[src/rtl/lgl_pkg.sv]
// ---------------------------------------------------------------------------
// lgl_pkg
// Shared codes, types and the gate function of the gate neuron lattice.
// ---------------------------------------------------------------------------
package lgl_pkg;

  localparam logic [1:0] KIND_LOAD  = 2'd0;
  localparam logic [1:0] KIND_SPIKE = 2'd1;
  localparam logic [1:0] KIND_TICK  = 2'd2;

  localparam logic [2:0] GATE_XOR  = 3'd0;
  localparam logic [2:0] GATE_NAND = 3'd1;
  localparam logic [2:0] GATE_OR   = 3'd2;
  localparam logic [2:0] GATE_AND  = 3'd3;
  localparam logic [2:0] GATE_NOR  = 3'd4;

  localparam int DELAY_W = 5;

  typedef struct packed {
    logic                 armed;
    logic [DELAY_W-1:0]   timer;
  } lgl_syn_t;

  function automatic logic gate_eval(input logic [2:0] g, input logic a, input logic b);
    logic r;
    case (g)
      GATE_XOR:  r = a ^ b;
      GATE_NAND: r = ~(a & b);
      GATE_OR:   r = a | b;
      GATE_AND:  r = a & b;
      GATE_NOR:  r = ~(a | b);
      default:   r = 1'b0;
    endcase
    return r;
  endfunction

endpackage

[src/rtl/lgl_syn_update.sv]
// ---------------------------------------------------------------------------
// lgl_syn_update
// Synapse lanes of one neuron: arm, time out, fire and fold the flux parity.
// ---------------------------------------------------------------------------
module lgl_syn_update #(
  parameter int SYNAPSES = 12
) (
  input  logic                                  gate_hit,
  input  logic [SYNAPSES*lgl_pkg::DELAY_W-1:0]  delays,
  input  lgl_pkg::lgl_syn_t [SYNAPSES-1:0]      syn_in,
  output lgl_pkg::lgl_syn_t [SYNAPSES-1:0]      syn_out,
  output logic                                  flux
);

  logic [SYNAPSES-1:0] fire;

  always_comb begin
    fire    = '0;
    syn_out = syn_in;
    for (int j = 0; j < SYNAPSES; j++) begin
      if (syn_in[j].armed || gate_hit) begin
        if (syn_in[j].timer >= delays[j*lgl_pkg::DELAY_W +: lgl_pkg::DELAY_W]) begin
          fire[j]    = 1'b1;
          syn_out[j] = '0;
        end else begin
          syn_out[j].armed = 1'b1;
          syn_out[j].timer = syn_in[j].timer + 1'b1;
        end
      end
    end
  end

  assign flux = ^fire;

endmodule

[config.mk]
export PLATFORM = sky130hd
export DESIGN_NAME = lgl_syn_update
export DESIGN_NICKNAME = d
export VERILOG_FILES = /design/src/rtl/lgl_pkg.sv /design/src/rtl/lgl_syn_update.sv
export SDC_FILE = /design/constraint.sdc
export NUM_CORES = 1
export LEC_CHECK = 0
export ABC_AREA = 0
export BUFFER_PORTS_ARGS = -buffer_cell sky130_fd_sc_hd__buf_4
export CAP_MARGIN = 10
export CELL_PAD_IN_SITES_DETAIL_PLACEMENT = 0
export CELL_PAD_IN_SITES_GLOBAL_PLACEMENT = 2
export CORE_ASPECT_RATIO = 1.1
export CORE_MARGIN = 2
export CORE_UTILIZATION = 23
export DETAILED_ROUTE_END_ITERATION = 6
export PLACE_DENSITY = 0.9
export SLEW_MARGIN = 0
export SYNTH_ARGS = -nofsm -noshare
export SYNTH_HDL_FRONTEND = slang
export SYNTH_SLANG_ARGS = --single-unit
[constraint.sdc]
create_clock -name vclk -period 6.11
set_input_delay 0.9165 -clock vclk [all_inputs]
set_output_delay 0.9165 -clock vclk [all_outputs]
set_load 0.05 [all_outputs]
# After elaboration in Yosys (flattened, before gate mapping)
# Index checks and enable logic that the tools add are counted.
# totals
reg_bits	0
in_bits	133
elab_cells	85
# op_classes
addsub	12
magnitude_cmp	12
muxes	48
reduce_logical	13
# op_table
op	n
$mux W6	24
$add A5 B1 Y5 const B	12
$ge A5 B5 Y1	12
$mux W1	24
$logic_or A1 B1 Y1	12
$reduce_xor A12 Y1	1

# Depth between registers and ports, before layout
# logic_depth
ltp_word	4
ltp_mapped	9
mapped_depth_nobuf	9

# Worst setup path after synthesis
# OpenSTA, ideal clock, no wires.
# synth_timing
path_kind	input-to-output
startpoint	input delays[47] (netlist name)
endpoint	output syn_out[56] (netlist name)
arrival_ns	3.737
required_ns	5.194
setup_slack_ns	1.457
stages	9
path_buffers	0
cell_sequence	inv_1 ha_1 a21oi_1 o21ai_0 a21o_1 a21o_1 nor2_1 nand2_1 o21ai_0
# synth_lines
element	line	source
start: declaration	lgl_syn_update.sv:9	input logic [SYNAPSES*lgl_pkg::DELAY_W-1:0] delays,
end: declaration	lgl_syn_update.sv:11	output lgl_pkg::lgl_syn_t [SYNAPSES-1:0] syn_out,

# Worst setup path after layout
# layout_timing
startpoint	input syn_in[66] (netlist name)
endpoint	output flux
# layout_via
elab_chain_len	4
# layout_rtl
element	line	source
start: declaration	lgl_syn_update.sv:10	input lgl_pkg::lgl_syn_t [SYNAPSES-1:0] syn_in,
$ge A5 B5 Y1	lgl_syn_update.sv:22	if (syn_in[j].timer >= delays[j*lgl_pkg::DELAY_W +: lgl_pkg::DELAY_W]) begin
$mux W1	lgl_syn_update.sv:22	
$mux W1	lgl_syn_update.sv:21	if (syn_in[j].armed || gate_hit) begin
$reduce_xor A12 Y1	lgl_syn_update.sv:33	assign flux = ^fire;
end: declaration	lgl_syn_update.sv:12	output logic flux
# No other way between the ends.

==> results.sh <==
export IMPL_gr_total_overflow=0
export IMPL_max_freq_mhz=248
export IMPL_antenna_found_initial=0
export IMPL_grt_pass1_wl_um=16600
export IMPL_hp_class="in -> out"
export IMPL_drt_total_wl_um=10300
export IMPL_initialDrtViolationCount=107
export IMPL_fin_crit_ns=4.04
export IMPL_crit_slowest_cell="xnor3_1"
export IMPL_setup_tns_ns=0
export IMPL_io_pins=206
export IMPL_drive_gt1_frac=0.342
export IMPL_port_buffers=206
export IMPL_drc=0
export IMPL_yosysTopAreaCell="ha_1"
export IMPL_synthCells=470
export IMPL_dieHeight_um=126
export IMPL_syn_area_per_cell_um2=6.58
export IMPL_finalCritPeriodShare=0.661
export IMPL_worst_pin_slew_ns=0.521
export IMPL_synth_area_um2=3090
export IMPL_worstPathCellList="buf_4 -> inv_1 -> ha_1 -> nand2b_1 -> a21o_1 -> a21o_1 -> a41o_1 -> xor2_1 -> xnor3_1 -> xnor3_1 -> buf_4"
export IMPL_slew_headroom=0.649
export IMPL_drt_vias_per_instance=4.62
export IMPL_yosys_top_cells_area="ha_1 29%, o21ai_0 9.4%, inv_1 9.1%"
export IMPL_max_cap_viol_count=0
export IMPL_track_usage=0.133
export IMPL_fillers=1440
export IMPL_cp_num_buf_inv=3
export IMPL_drv_slew=0
export IMPL_rsz0062_at_grt="no"
export IMPL_wl_per_cell_um=12.3
export IMPL_p_leak_uw=0.00269
export IMPL_power_per_cell_area_nw_per_um2=139
export IMPL_synth_top_cell_area_share=0.291
export IMPL_utilization=0.366
export IMPL_dieArea_um2=14400
export IMPL_fp_coreArea_um2=13200
export IMPL_num_antenna_cells=0
export IMPL_cp_arrival_ns=3.12
export IMPL_seqCellArea_um2=0
export IMPL_dp_cells=834
export IMPL_path_class="in -> out"
export IMPL_cts_hold_buf=0
export IMPL_worst_ir_drop_vdd_uv=82.3
export IMPL_dpl_hpwl_um=9130
export IMPL_cp_start_kind="input pin"
export IMPL_gp_congestion=0.885
export IMPL_required_ns=5.19
export IMPL_final_common_cell="buf_4"
export IMPL_num_rows=44
export IMPL_finalSetupViolations=0
export IMPL_seq_cell_count=0
export IMPL_initial_core_util=0.235
export IMPL_path_delay_family="XOR/XNOR gates"
export IMPL_num_clock_buffers=0
export IMPL_final_cells=834
export IMPL_finalNetCount=880
export IMPL_status="completed"
export IMPL_vias=3853
export IMPL_grt_max_degree=30
export IMPL_hold_viol_final=0
export IMPL_die_w_um=115
export IMPL_post_cts_buffers=0
export IMPL_cp_end_kind="output pin"
export IMPL_synth_cell_types=37
export IMPL_yosysSeqAreaShare=0
export IMPL_syn2layout_area_growth_pct=55.9
export IMPL_detail_route_antenna_nets=0
export IMPL_cts_repair_resized=0
export IMPL_mostFrequentLayoutCells="206 x buf_4, 75 x inv_1, 72 x ha_1"
export IMPL_grt_pass1_vias=3705
export IMPL_cp_max_fo=3
export IMPL_dr_pass1_iters=4
export IMPL_yosys_warnings=0
export IMPL_slowest_delay_ns=0.45
export IMPL_synthesis_nets=675
[cell families after synthesis]
logic type,Yosys count,synth area share
xor+xnor,21,0.0684
compound gates,135,0.261
mux,10,0.0364
simple gates,154,0.246
fa+ha+maj,72,0.291
buf+inv,78,0.0975
[stage by stage]
stage / worst slack, ns / power, uW / instance area (um^2) / hold WS, ns
global placement: 2.00 / 671 / 4820 / 2.18
CTS: 2.00 / 678 / 4820 / 2.18
finish: 2.07 / 670 / 4820 / 2.18
floorplan: 1.46 / 440 / 3090 / 2.14
global route: 1.91 / 725 / 4820 / 2.19
detailed placement: 2.01 / 676 / 4820 / 2.18
[path summary, 6_finish.rpt]
path  depth (start not counted)  startpoint    endpoint
max                          11  syn_in[66]        flux
min                           3   syn_in[4]  syn_out[4]
[tightest hold or removal path: stages]
cell     delay (ns)
buf_4          0.09
o31ai_1        0.07
buf_4          0.18
[power breakdown]
group,switching (uW),internal [uW],total [uW],leakage [uW]
combinational,420,250,670,0.00269
clock,0,0,0,0
sequential,0,0,0,0
[metal layers]
layer	GRT usage	wire, um	vias up
li1	-	-	2043
met1	0.173	4620	1672
met2	0.243	4910	128
met3	0.0107	607	10
met4	0.0136	129	0
met5	0	0	-
[Yosys cell counts, drive strengths merged]
cell	n
a21o	18
nor2b	13
or2	8
and2	4
inv	75
nand2	43
and3	2
a21oi	31
xor2	15
xnor3	2
clkbuf	1
a22o	10
buf	2
a41o	2
o21bai	3
xnor2	4
ha	72
nor2	38
o31ai	2
o21ai	61
a31oi	3
nand4	8
nand3	17
nor3	12
mux2	10
o22ai	2
a211oi	3
nand2b	9
[cell type report]
class | instances | area (um^2) | share of cell area
multi-input combinational | 392 | 2790 | 0.579
timing repair buffer | 206 | 1550 | 0.321
inverter | 75 | 282 | 0.0584
tap | 161 | 201 | 0.0418
Power figures use the tool's default switching activity.
