File: config.mk
export PLATFORM = sky130hd
export DESIGN_NAME = lgl_ram
export DESIGN_NICKNAME = d
export VERILOG_FILES = /design/src/rtl/lgl_ram.sv
export SDC_FILE = /design/constraint.sdc
export NUM_CORES = 1
export LEC_CHECK = 0
export BUFFER_PORTS_ARGS = -buffer_cell sky130_fd_sc_hd__buf_2
export CAP_MARGIN = 20
export CORE_MARGIN = 2
export CORE_UTILIZATION = 60
export CTS_CLUSTER_DIAMETER = 30
export DETAILED_ROUTE_END_ITERATION = 6
export PLACE_DENSITY_LB_ADDON = 0.05
export SLEW_MARGIN = 10
export SYNTH_ARGS = -nofsm -noshare
export SYNTH_HDL_FRONTEND = slang
export SYNTH_SLANG_ARGS = --single-unit
export TNS_END_PERCENT = 20
File: constraint.sdc
create_clock -name clk -period 6.15 [get_ports clk]
set_clock_uncertainty 0.2 [all_clocks]
set_input_delay 1.23 -clock clk [delete_from_list [all_inputs] [get_ports clk]]
set_output_delay 1.23 -clock clk [all_outputs]
set_load 0.01 [all_outputs]
File: src/rtl/lgl_ram.sv
// ---------------------------------------------------------------------------
// lgl_ram
// Single write port, single read port synchronous RAM, registered read.
// ---------------------------------------------------------------------------
module lgl_ram #(
  parameter int WIDTH = 8,
  parameter int DEPTH = 64,
  parameter int AW    = $clog2(DEPTH)
) (
  input  logic             clk,
  input  logic             we,
  input  logic [AW-1:0]    waddr,
  input  logic [WIDTH-1:0] wdata,
  input  logic [AW-1:0]    raddr,
  output logic [WIDTH-1:0] rdata
);

  logic [WIDTH-1:0] mem [DEPTH];

  always_ff @(posedge clk) begin
    if (we) begin
      mem[waddr] <= wdata;
    end
  end

  always_ff @(posedge clk) begin
    rdata <= mem[raddr];
  end

endmodule

## Word-level counts from Yosys, hierarchy flattened

Memories as Yosys holds them, arrays and structs flattened. A register that Yosys moved wholly into a read port is not among the register bits.
Cells that the tools add are included.
W data, S select, Z words.

| storage, ports and cells | value |
|---|---|
| register bits | 0 |
| RAM bits | 512 |
| input bits | 22 |
| output and inout bits | 8 |
| word-level logic and storage cells | 3 |
| memories kept | 1 |

| operators by class | value |
|---|---|
| multiplexer cells | 2 |

Memories:

| memory | words | width | rd ports | clocked after Yosys merged registers in | write ports | line | source |
|---|---|---|---|---|---|---|---|
| mem | 64 | 8 | 1 | 1 | 1 | 18 | `logic [WIDTH-1:0] mem [DEPTH];` |

Operator list:

| cell | count |
|---|---|
| $mux W1 | 2 |

## Logic depth before layout (Yosys ltp)

Gate-level depths: netlist of run 1.

| depth | value |
|---|---|
| depth after elaboration | 2 |
| depth in mapped cells | 9 |
| mapped depth without buffers | 5 |

## Least setup slack after synthesis of run 1

No wires, ideal clock.

| timing path | value |
|---|---|
| kind | in2reg |
| start point | input port raddr[1] |
| end point | register rdata[3] (read register of mem) |
| setup time | 128 ps |
| data arrival time | 2770 ps |
| data required time | 5822 ps |
| setup slack | 3052 ps |
| cell stages on the path | 7 |
| buffers on the path | 3 |
| cell sequence | buf_4 > buf_2 > buf_2 > mux4_2 > mux4_2 > o21ai_1 > o41ai_1 |

RTL lines:

| item | line | source |
|---|---|---|
| start, declared | 14 | `input logic [AW-1:0] raddr,` |
| end, declared | 15 | `output logic [WIDTH-1:0] rdata` |

==> impl_metrics.env, run 1 <==
export IMPL_peakVddDrop_mv=0.295
export IMPL_hold_class="flop to flop"
export IMPL_grt_max_degree=73
export IMPL_grt_setup_unrepaired="false"
export IMPL_yosys_area_top_type_share_pct=76.2
export IMPL_place_gp_congestion=0.804
export IMPL_finalSetupTns_ns=0
export IMPL_area_growth_pct=18.4
export IMPL_cts_tree="yes"
export IMPL_report_final_slew_viol_count=0
export IMPL_final_antenna_net_count=0
export IMPL_cts_sinks=520
export IMPL_synth_distinct_cells=40
export IMPL_avgSynthCellArea_um2=21.5
export IMPL_vias_per_cell=6.41
export IMPL_seq_area_um2=15500
export IMPL_finalInstanceArea_um2=23900
export IMPL_grt_usage_pct=25.7
export IMPL_crit_slowest_cell="clkbuf_8"
export IMPL_pwr_density_cell_nw_per_um2=393
export IMPL_finalNonFillerCells=1547
export IMPL_synth_area_um2=20200
export IMPL_hold_violations=0
export IMPL_status="finished clean"
export IMPL_final_nets=1048
export IMPL_synth_main_ff_cell="edfxtp_1"
export IMPL_synth_async_reset_ratio_pct=0
export IMPL_timing_rr_end="rdata[4]"
export IMPL_timing_fmax_ghz=0.261
export IMPL_synth_edf_count=512
export IMPL_cts_root_buf="clkbuf_16"
export IMPL_critPathTopFamily="buffers and inverters"
export IMPL_crit_path_end="rdata[4]"
export IMPL_postCtsSetupBuffers=0
export IMPL_cp_depth=7
export IMPL_portBuffers=29
export IMPL_drt_pass1_iterations=5
export IMPL_dp_cells=1379
export IMPL_die_area_um2=35100
export IMPL_vias=9921
export IMPL_path_common_cell="nor2_1"
export IMPL_crit_type="primary input to flop"
export IMPL_ys_seq_area_share_pct=77.0
export IMPL_regToRegSetupSlack_ns=3.70
export IMPL_cp_arrival_ns=4.09
export IMPL_postCtsResizedCells=0
export IMPL_grt_overflow=0
export IMPL_hpwlAfterDp_um=25500
export IMPL_setup_slack_ns=2.31
export IMPL_drc=0
export IMPL_r2r_start="mem[21][4]"
export IMPL_cp_num_buf_inv=2
export IMPL_yosys_top_cells_area="edfxtp_1 (76%), mux4_2 (14%), nor2_1 (1.5%)"
export IMPL_drt_iter0_drc=978
export IMPL_avgRoutedWirePerCell_um=28.4
export IMPL_cp_required_ns=6.40
export IMPL_dieHeight_um=187
export IMPL_coreArea_um2=33300
export IMPL_clk_pin_slew_ns=0.05
export IMPL_yosysMostFrequentCell="edfxtp_1"
export IMPL_cts_buffers=87
export IMPL_ys_ff_latch=520
export IMPL_grt_pass1_wl_um=65200
export IMPL_max_stage_delay_ns=0.63
export IMPL_yosysWarnings=0
export IMPL_synth_nets=962
export IMPL_clk_latency_ns=0.60
export IMPL_io_pins=30
export IMPL_multi_input_area_um2=4320
export IMPL_grt_pass1_vias=10200
export IMPL_drv_cap=0
export IMPL_drive_gt1_share_pct=30.1
export IMPL_cts_max_path_buffers=3
export IMPL_die_w_um=187
export IMPL_rr_worst_depth=5
export IMPL_slew_limit_headroom_pct=32.2
export IMPL_end_kind="flop"
export IMPL_cp_max_fo=72
export IMPL_worst_pin_slew_ns=1.01
export IMPL_initial_core_util_pct=60.6
export IMPL_rows=67
export IMPL_path_cells="clkbuf_8 > buf_4 > mux4_2 > nor2_1 > nor2_1 > nor3_1 > o32ai_1"
export IMPL_finalSetupViolCount=0
export IMPL_start_kind="primary input"
export IMPL_layout_filler_cells=1941
export IMPL_yosys_area_top_type="edfxtp_1"
export IMPL_synthTopCellsByCount="edfxtp_1 (512), mux4_2 (126), nor2_1 (83), mux2i_1 (23), nand2_1 (19)"
export IMPL_min_period_ns=3.84
export IMPL_startpoint="raddr[0]"
export IMPL_hold_buffers=0
export IMPL_dpl_cell_area_um2=20700
export IMPL_routed_wl_um=43900
export IMPL_period_share_pct=62.4
export IMPL_power_w=0.00940
export IMPL_netlist_instances=940
export IMPL_post_place_ws_ns=1.73
export IMPL_htree_levels=3
export IMPL_antenna_found_initial=1
export IMPL_p_leak_nw=7.70
[per-stage QoR]
step                      util (%)  hold slack [ns]
after floorplan                  -            0.518
after global placement        62.1            0.662
after detailed placement      62.1            0.673
after CTS                     71.5            0.693
after global routing          71.8            0.727
final                         71.8            0.694
[routing by layer]
layer,up-vias,global-route usage [%],share of wire [%]
met4,0,10.0,3.3
met1,5145,35.6,39
met5,-,0,0
met2,529,40.3,49
met3,111,6.23,9.2
li1,4136,-,-
[how the worst min path moves through the flow]
stage          slack, ns  startpoint  cells past startpoint       end
2_1_floorplan       0.52  mem[34][0]                      4  rdata[0]
3_3_place_gp        0.66  mem[18][1]                      4  rdata[1]
3_5_place_dp        0.67  mem[34][2]                      4  rdata[2]
4_1_cts             0.69  mem[23][1]                      4  rdata[1]
5_1_grt             0.73  mem[23][1]                      4  rdata[1]
6_report            0.69  mem[34][0]                      4  rdata[0]
[cells by family after synthesis]
group / after synthesis / synth area share (%)
flops: 520 / 77.0
mux: 162 / 15.9
simple gates: 153 / 3.39
compound gates: 54 / 2.07
buf+inv: 51 / 1.57
[area by class of cell]
type | count | share of cell area, %
flip-flops and latches | 520 | 65.0
multi-input cells | 369 | 18.1
clock buffers | 101 | 9.51
clock inverters | 60 | 3.54
well taps | 448 | 2.35
repair buffers | 48 | 1.49
diodes | 1 | 0.0105
[power breakdown]
part / internal, W / switching, W
Combinational: 0.000136 / 0.000220
Sequential: 0.00393 / 0.00000993
Clock: 0.00345 / 0.00165
[worst reg2reg max path, delay by kind of cell (launching register included)]
family          cells  cell delay (ns)
mux                 2             0.79
simple gates        1             0.53
compound gates      2             0.45
flops               1             0.35
[placed cells by master, fill, tap and decap left out, types with 8 or more instances in the layout]
| cell | netlist | layout |
|---|---|---|
| buf_4 | 13 | 13 |
| mux4_2 | 126 | 126 |
| dfxtp_1 | 8 | 8 |
| mux2i_1 | 23 | 23 |
| nand3_1 | 13 | 13 |
| clkbuf_1 | 17 | 12 |
| inv_6 | 0 | 8 |
| clkinv_2 | 0 | 13 |
| nor2b_1 | 14 | 14 |
| clkinv_1 | 0 | 8 |
| edfxtp_1 | 512 | 512 |
| bufinv_16 | 0 | 19 |
| buf_2 | 11 | 28 |
| o22ai_1 | 8 | 8 |
| mux2_2 | 13 | 13 |
| o221ai_1 | 8 | 8 |
| clkbuf_16 | 0 | 89 |
| nand2_1 | 19 | 19 |
| nor2_1 | 83 | 83 |
[registers in the layout (all words and copies together) (netlist names)]
signal / cells
rdata: 8
mem: 512
Note: power is estimated with default switching activity, not from simulation.
==> inputs of run 2 (changes only) <==
--- a/config.mk
+++ b/config.mk
@@ -8,7 +8,7 @@
 export BUFFER_PORTS_ARGS = -buffer_cell sky130_fd_sc_hd__buf_2
 export CAP_MARGIN = 20
 export CORE_MARGIN = 2
-export CORE_UTILIZATION = 60
+export CORE_UTILIZATION = 56
 export CTS_CLUSTER_DIAMETER = 30
 export DETAILED_ROUTE_END_ITERATION = 6
 export PLACE_DENSITY_LB_ADDON = 0.05
==> constraint.sdc (replaced) <==
create_clock -name clk -period 3.2 [get_ports clk]
set_clock_uncertainty 0.2 [all_clocks]
set_input_delay 0.64 -clock clk [delete_from_list [all_inputs] [get_ports clk]]
set_output_delay 0.64 -clock clk [all_outputs]
set_load 0.01 [all_outputs]
==> run 2 against run 1 <==
Sequential power grew 92%. Global-route usage is 0.19 points lower. Cell area up 2.7%. Register-to-register slack worse by 3.1 ns. Sequential cell count unchanged. Sequential share of layout area decreased by 1.7 points. Total power grew 86%. Clock-buffer cell count decreased by 5. Die area rose by 7.0%. Non-clock buffer count up 93. Highest routed layer is now met5.
==> impl_metrics.env, run 2 (same netlist as run 1, synthesis figures left out) <==
export IMPL_layout_common_cells="edfxtp_1 (512), mux4_2 (126), buf_4 (104)"
export IMPL_largest_reg_flops=512
export IMPL_min_period_ns=2.75
export IMPL_io_pins=30
export IMPL_cp_required_ns=3.45
export IMPL_cts_max_path_buffers=3
export IMPL_grt_usage_pct=25.5
export IMPL_finalSetupViolCount=0
export IMPL_grt_pass1_wl_um=69300
export IMPL_grt_use_met3_pct=6.21
export IMPL_period_share_pct=85.8
export IMPL_cp_arrival_ns=2.99
export IMPL_clk_latency_ns=0.60
export IMPL_die_area_um2=37500
export IMPL_reg_top3="mem: 512 flops, rdata: 8 flops"
export IMPL_dpl_cell_area_um2=21600
export IMPL_grt_max_degree=65
export IMPL_htree_levels=3
export IMPL_end_kind="flop"
export IMPL_startpoint="raddr[0]"
export IMPL_drt_pass1_iterations=6
export IMPL_vias=10300
export IMPL_postCtsResizedCells=0
export IMPL_cts_root_buf="clkbuf_16"
export IMPL_min_path_cells=1
export IMPL_drv_cap=0
export IMPL_regToRegSetupSlack_ns=0.65
export IMPL_grt_pass1_vias=10600
export IMPL_crit_type="primary input to flop"
export IMPL_hp_start="wdata[3]"
export IMPL_post_place_ws_ns=-0.121
export IMPL_final_nets=1142
export IMPL_pwr_density_cell_nw_per_um2=714
export IMPL_rr_worst_depth=5
export IMPL_hold_buffers=0
export IMPL_grtUsageMet2_pct=39.3
export IMPL_postCtsSetupBuffers=0
export IMPL_busiest_layer="met2"
export IMPL_dieHeight_um=194
export IMPL_peakVddDrop_mv=0.535
export IMPL_place_gp_congestion=0.873
export IMPL_antenna_found_initial=1
export IMPL_cts_buffers=88
export IMPL_cp_max_fo=32
export IMPL_final_antenna_net_count=0
export IMPL_setup_slack_ns=0.454
export IMPL_avgRoutedWirePerCell_um=28.2
export IMPL_die_w_um=194
export IMPL_slew_limit_headroom_pct=46.6
export IMPL_grt_setup_unrepaired="false"
export IMPL_regMostFlops="mem"
export IMPL_diodes=0
export IMPL_cts_tree="yes"
export IMPL_hpwlAfterDp_um=30100
export IMPL_final_common_cell="edfxtp_1"
export IMPL_coreArea_um2=35500
export IMPL_cts_sinks=520
export IMPL_timing_rr_end="rdata[4]"
export IMPL_drive_gt1_share_pct=36.4
export IMPL_worst_pin_slew_ns=0.797
export IMPL_grt_overflow=0
export IMPL_rows=69
export IMPL_drc=0
export IMPL_hold_violations=0
export IMPL_portBuffers=29
export IMPL_p_leak_nw=8.11
export IMPL_initial_core_util_pct=56.8
export IMPL_finalInstanceArea_um2=24500
export IMPL_report_final_slew_viol_count=0
export IMPL_routed_wl_um=46600
export IMPL_clk_pin_slew_ns=0.05
export IMPL_drt_iter0_drc=1185
export IMPL_area_growth_pct=21.6
export IMPL_start_kind="primary input"
export IMPL_holdPathEnd="mem[4][3]"
export IMPL_gr_usage_met1_pct=36.5
export IMPL_timing_fmax_ghz=0.364
export IMPL_hold_class="primary input to flop"
export IMPL_status="finished clean"
export IMPL_vias_per_cell=6.20
export IMPL_r2r_start="mem[29][4]"
## run 2: cell types whose count changed in the layout (fill, tap and decap cells not counted), sizes merged
cell / previous run / this run
clkbuf: 103 / 97
inv: 9 / 21
diode: 1 / 0
bufinv: 19 / 7
buf: 46 / 140
clkinvlp: 6 / 13
## run 2: report_power, final
| part | switching (W) | internal [W] |
|---|---|---|
| clock | 0.00336 | 0.00584 |
| combinational | 0.000448 | 0.000297 |
| sequential | 0.0000233 | 0.00755 |
## run 2: per-stage QoR
step / std cells / power [W] / hold slack, ns / utilization (%) / setup TNS, ns
floorplan: 940 / 0.00810 / 0.518 / - / 0
global placement: 1491 / 0.00843 / 0.589 / 60.7 / -0.154
detailed placement: 1491 / 0.00845 / 0.590 / 60.7 / -0.158
CTS: 1654 / 0.0176 / 0.0937 / 69.1 / 0
global route: 1654 / 0.0180 / 0.0935 / 69.1 / 0
finish: 1654 / 0.0175 / 0.112 / 69.1 / 0
## run 2: cell type report
class                           count  area, um^2
Multi-Input combinational cell    369        4320
Sequential cell                   520       15500
Timing Repair Buffer              141        1120
Tap cell                          461         577
Clock buffer                       96        2280
Clock inverter                     67         688
Fill cell                        2129       11000
## run 2: how the worst max path moves through the flow
| stage | end | slack (ns) | cells past startpoint |
|---|---|---|---|
| 3_5_place_dp | rdata[6] | -0.12 | 6 |
| 4_1_cts | rdata[6] | 0.50 | 6 |
| 3_3_place_gp | rdata[6] | -0.12 | 6 |
| 6_report | rdata[4] | 0.45 | 6 |
| 2_1_floorplan | rdata[3] | 0.69 | 7 |
| 5_1_grt | rdata[4] | 0.47 | 8 |
## run 2: routing by layer
| metal | vias up | routed length, um |
|---|---|---|
| met5 | - | 9 |
| met4 | 2 | 1010 |
| met3 | 69 | 3820 |
| met1 | 5389 | 19500 |
| met2 | 447 | 22300 |
| li1 | 4346 | - |
## run 2: worst max-delay path, stage by stage
cell      delay [ns]
clkbuf_8        0.37
mux4_2          0.60
mux2_2          0.29
o221a_2         0.28
nor3_1          0.58
o32ai_1         0.17
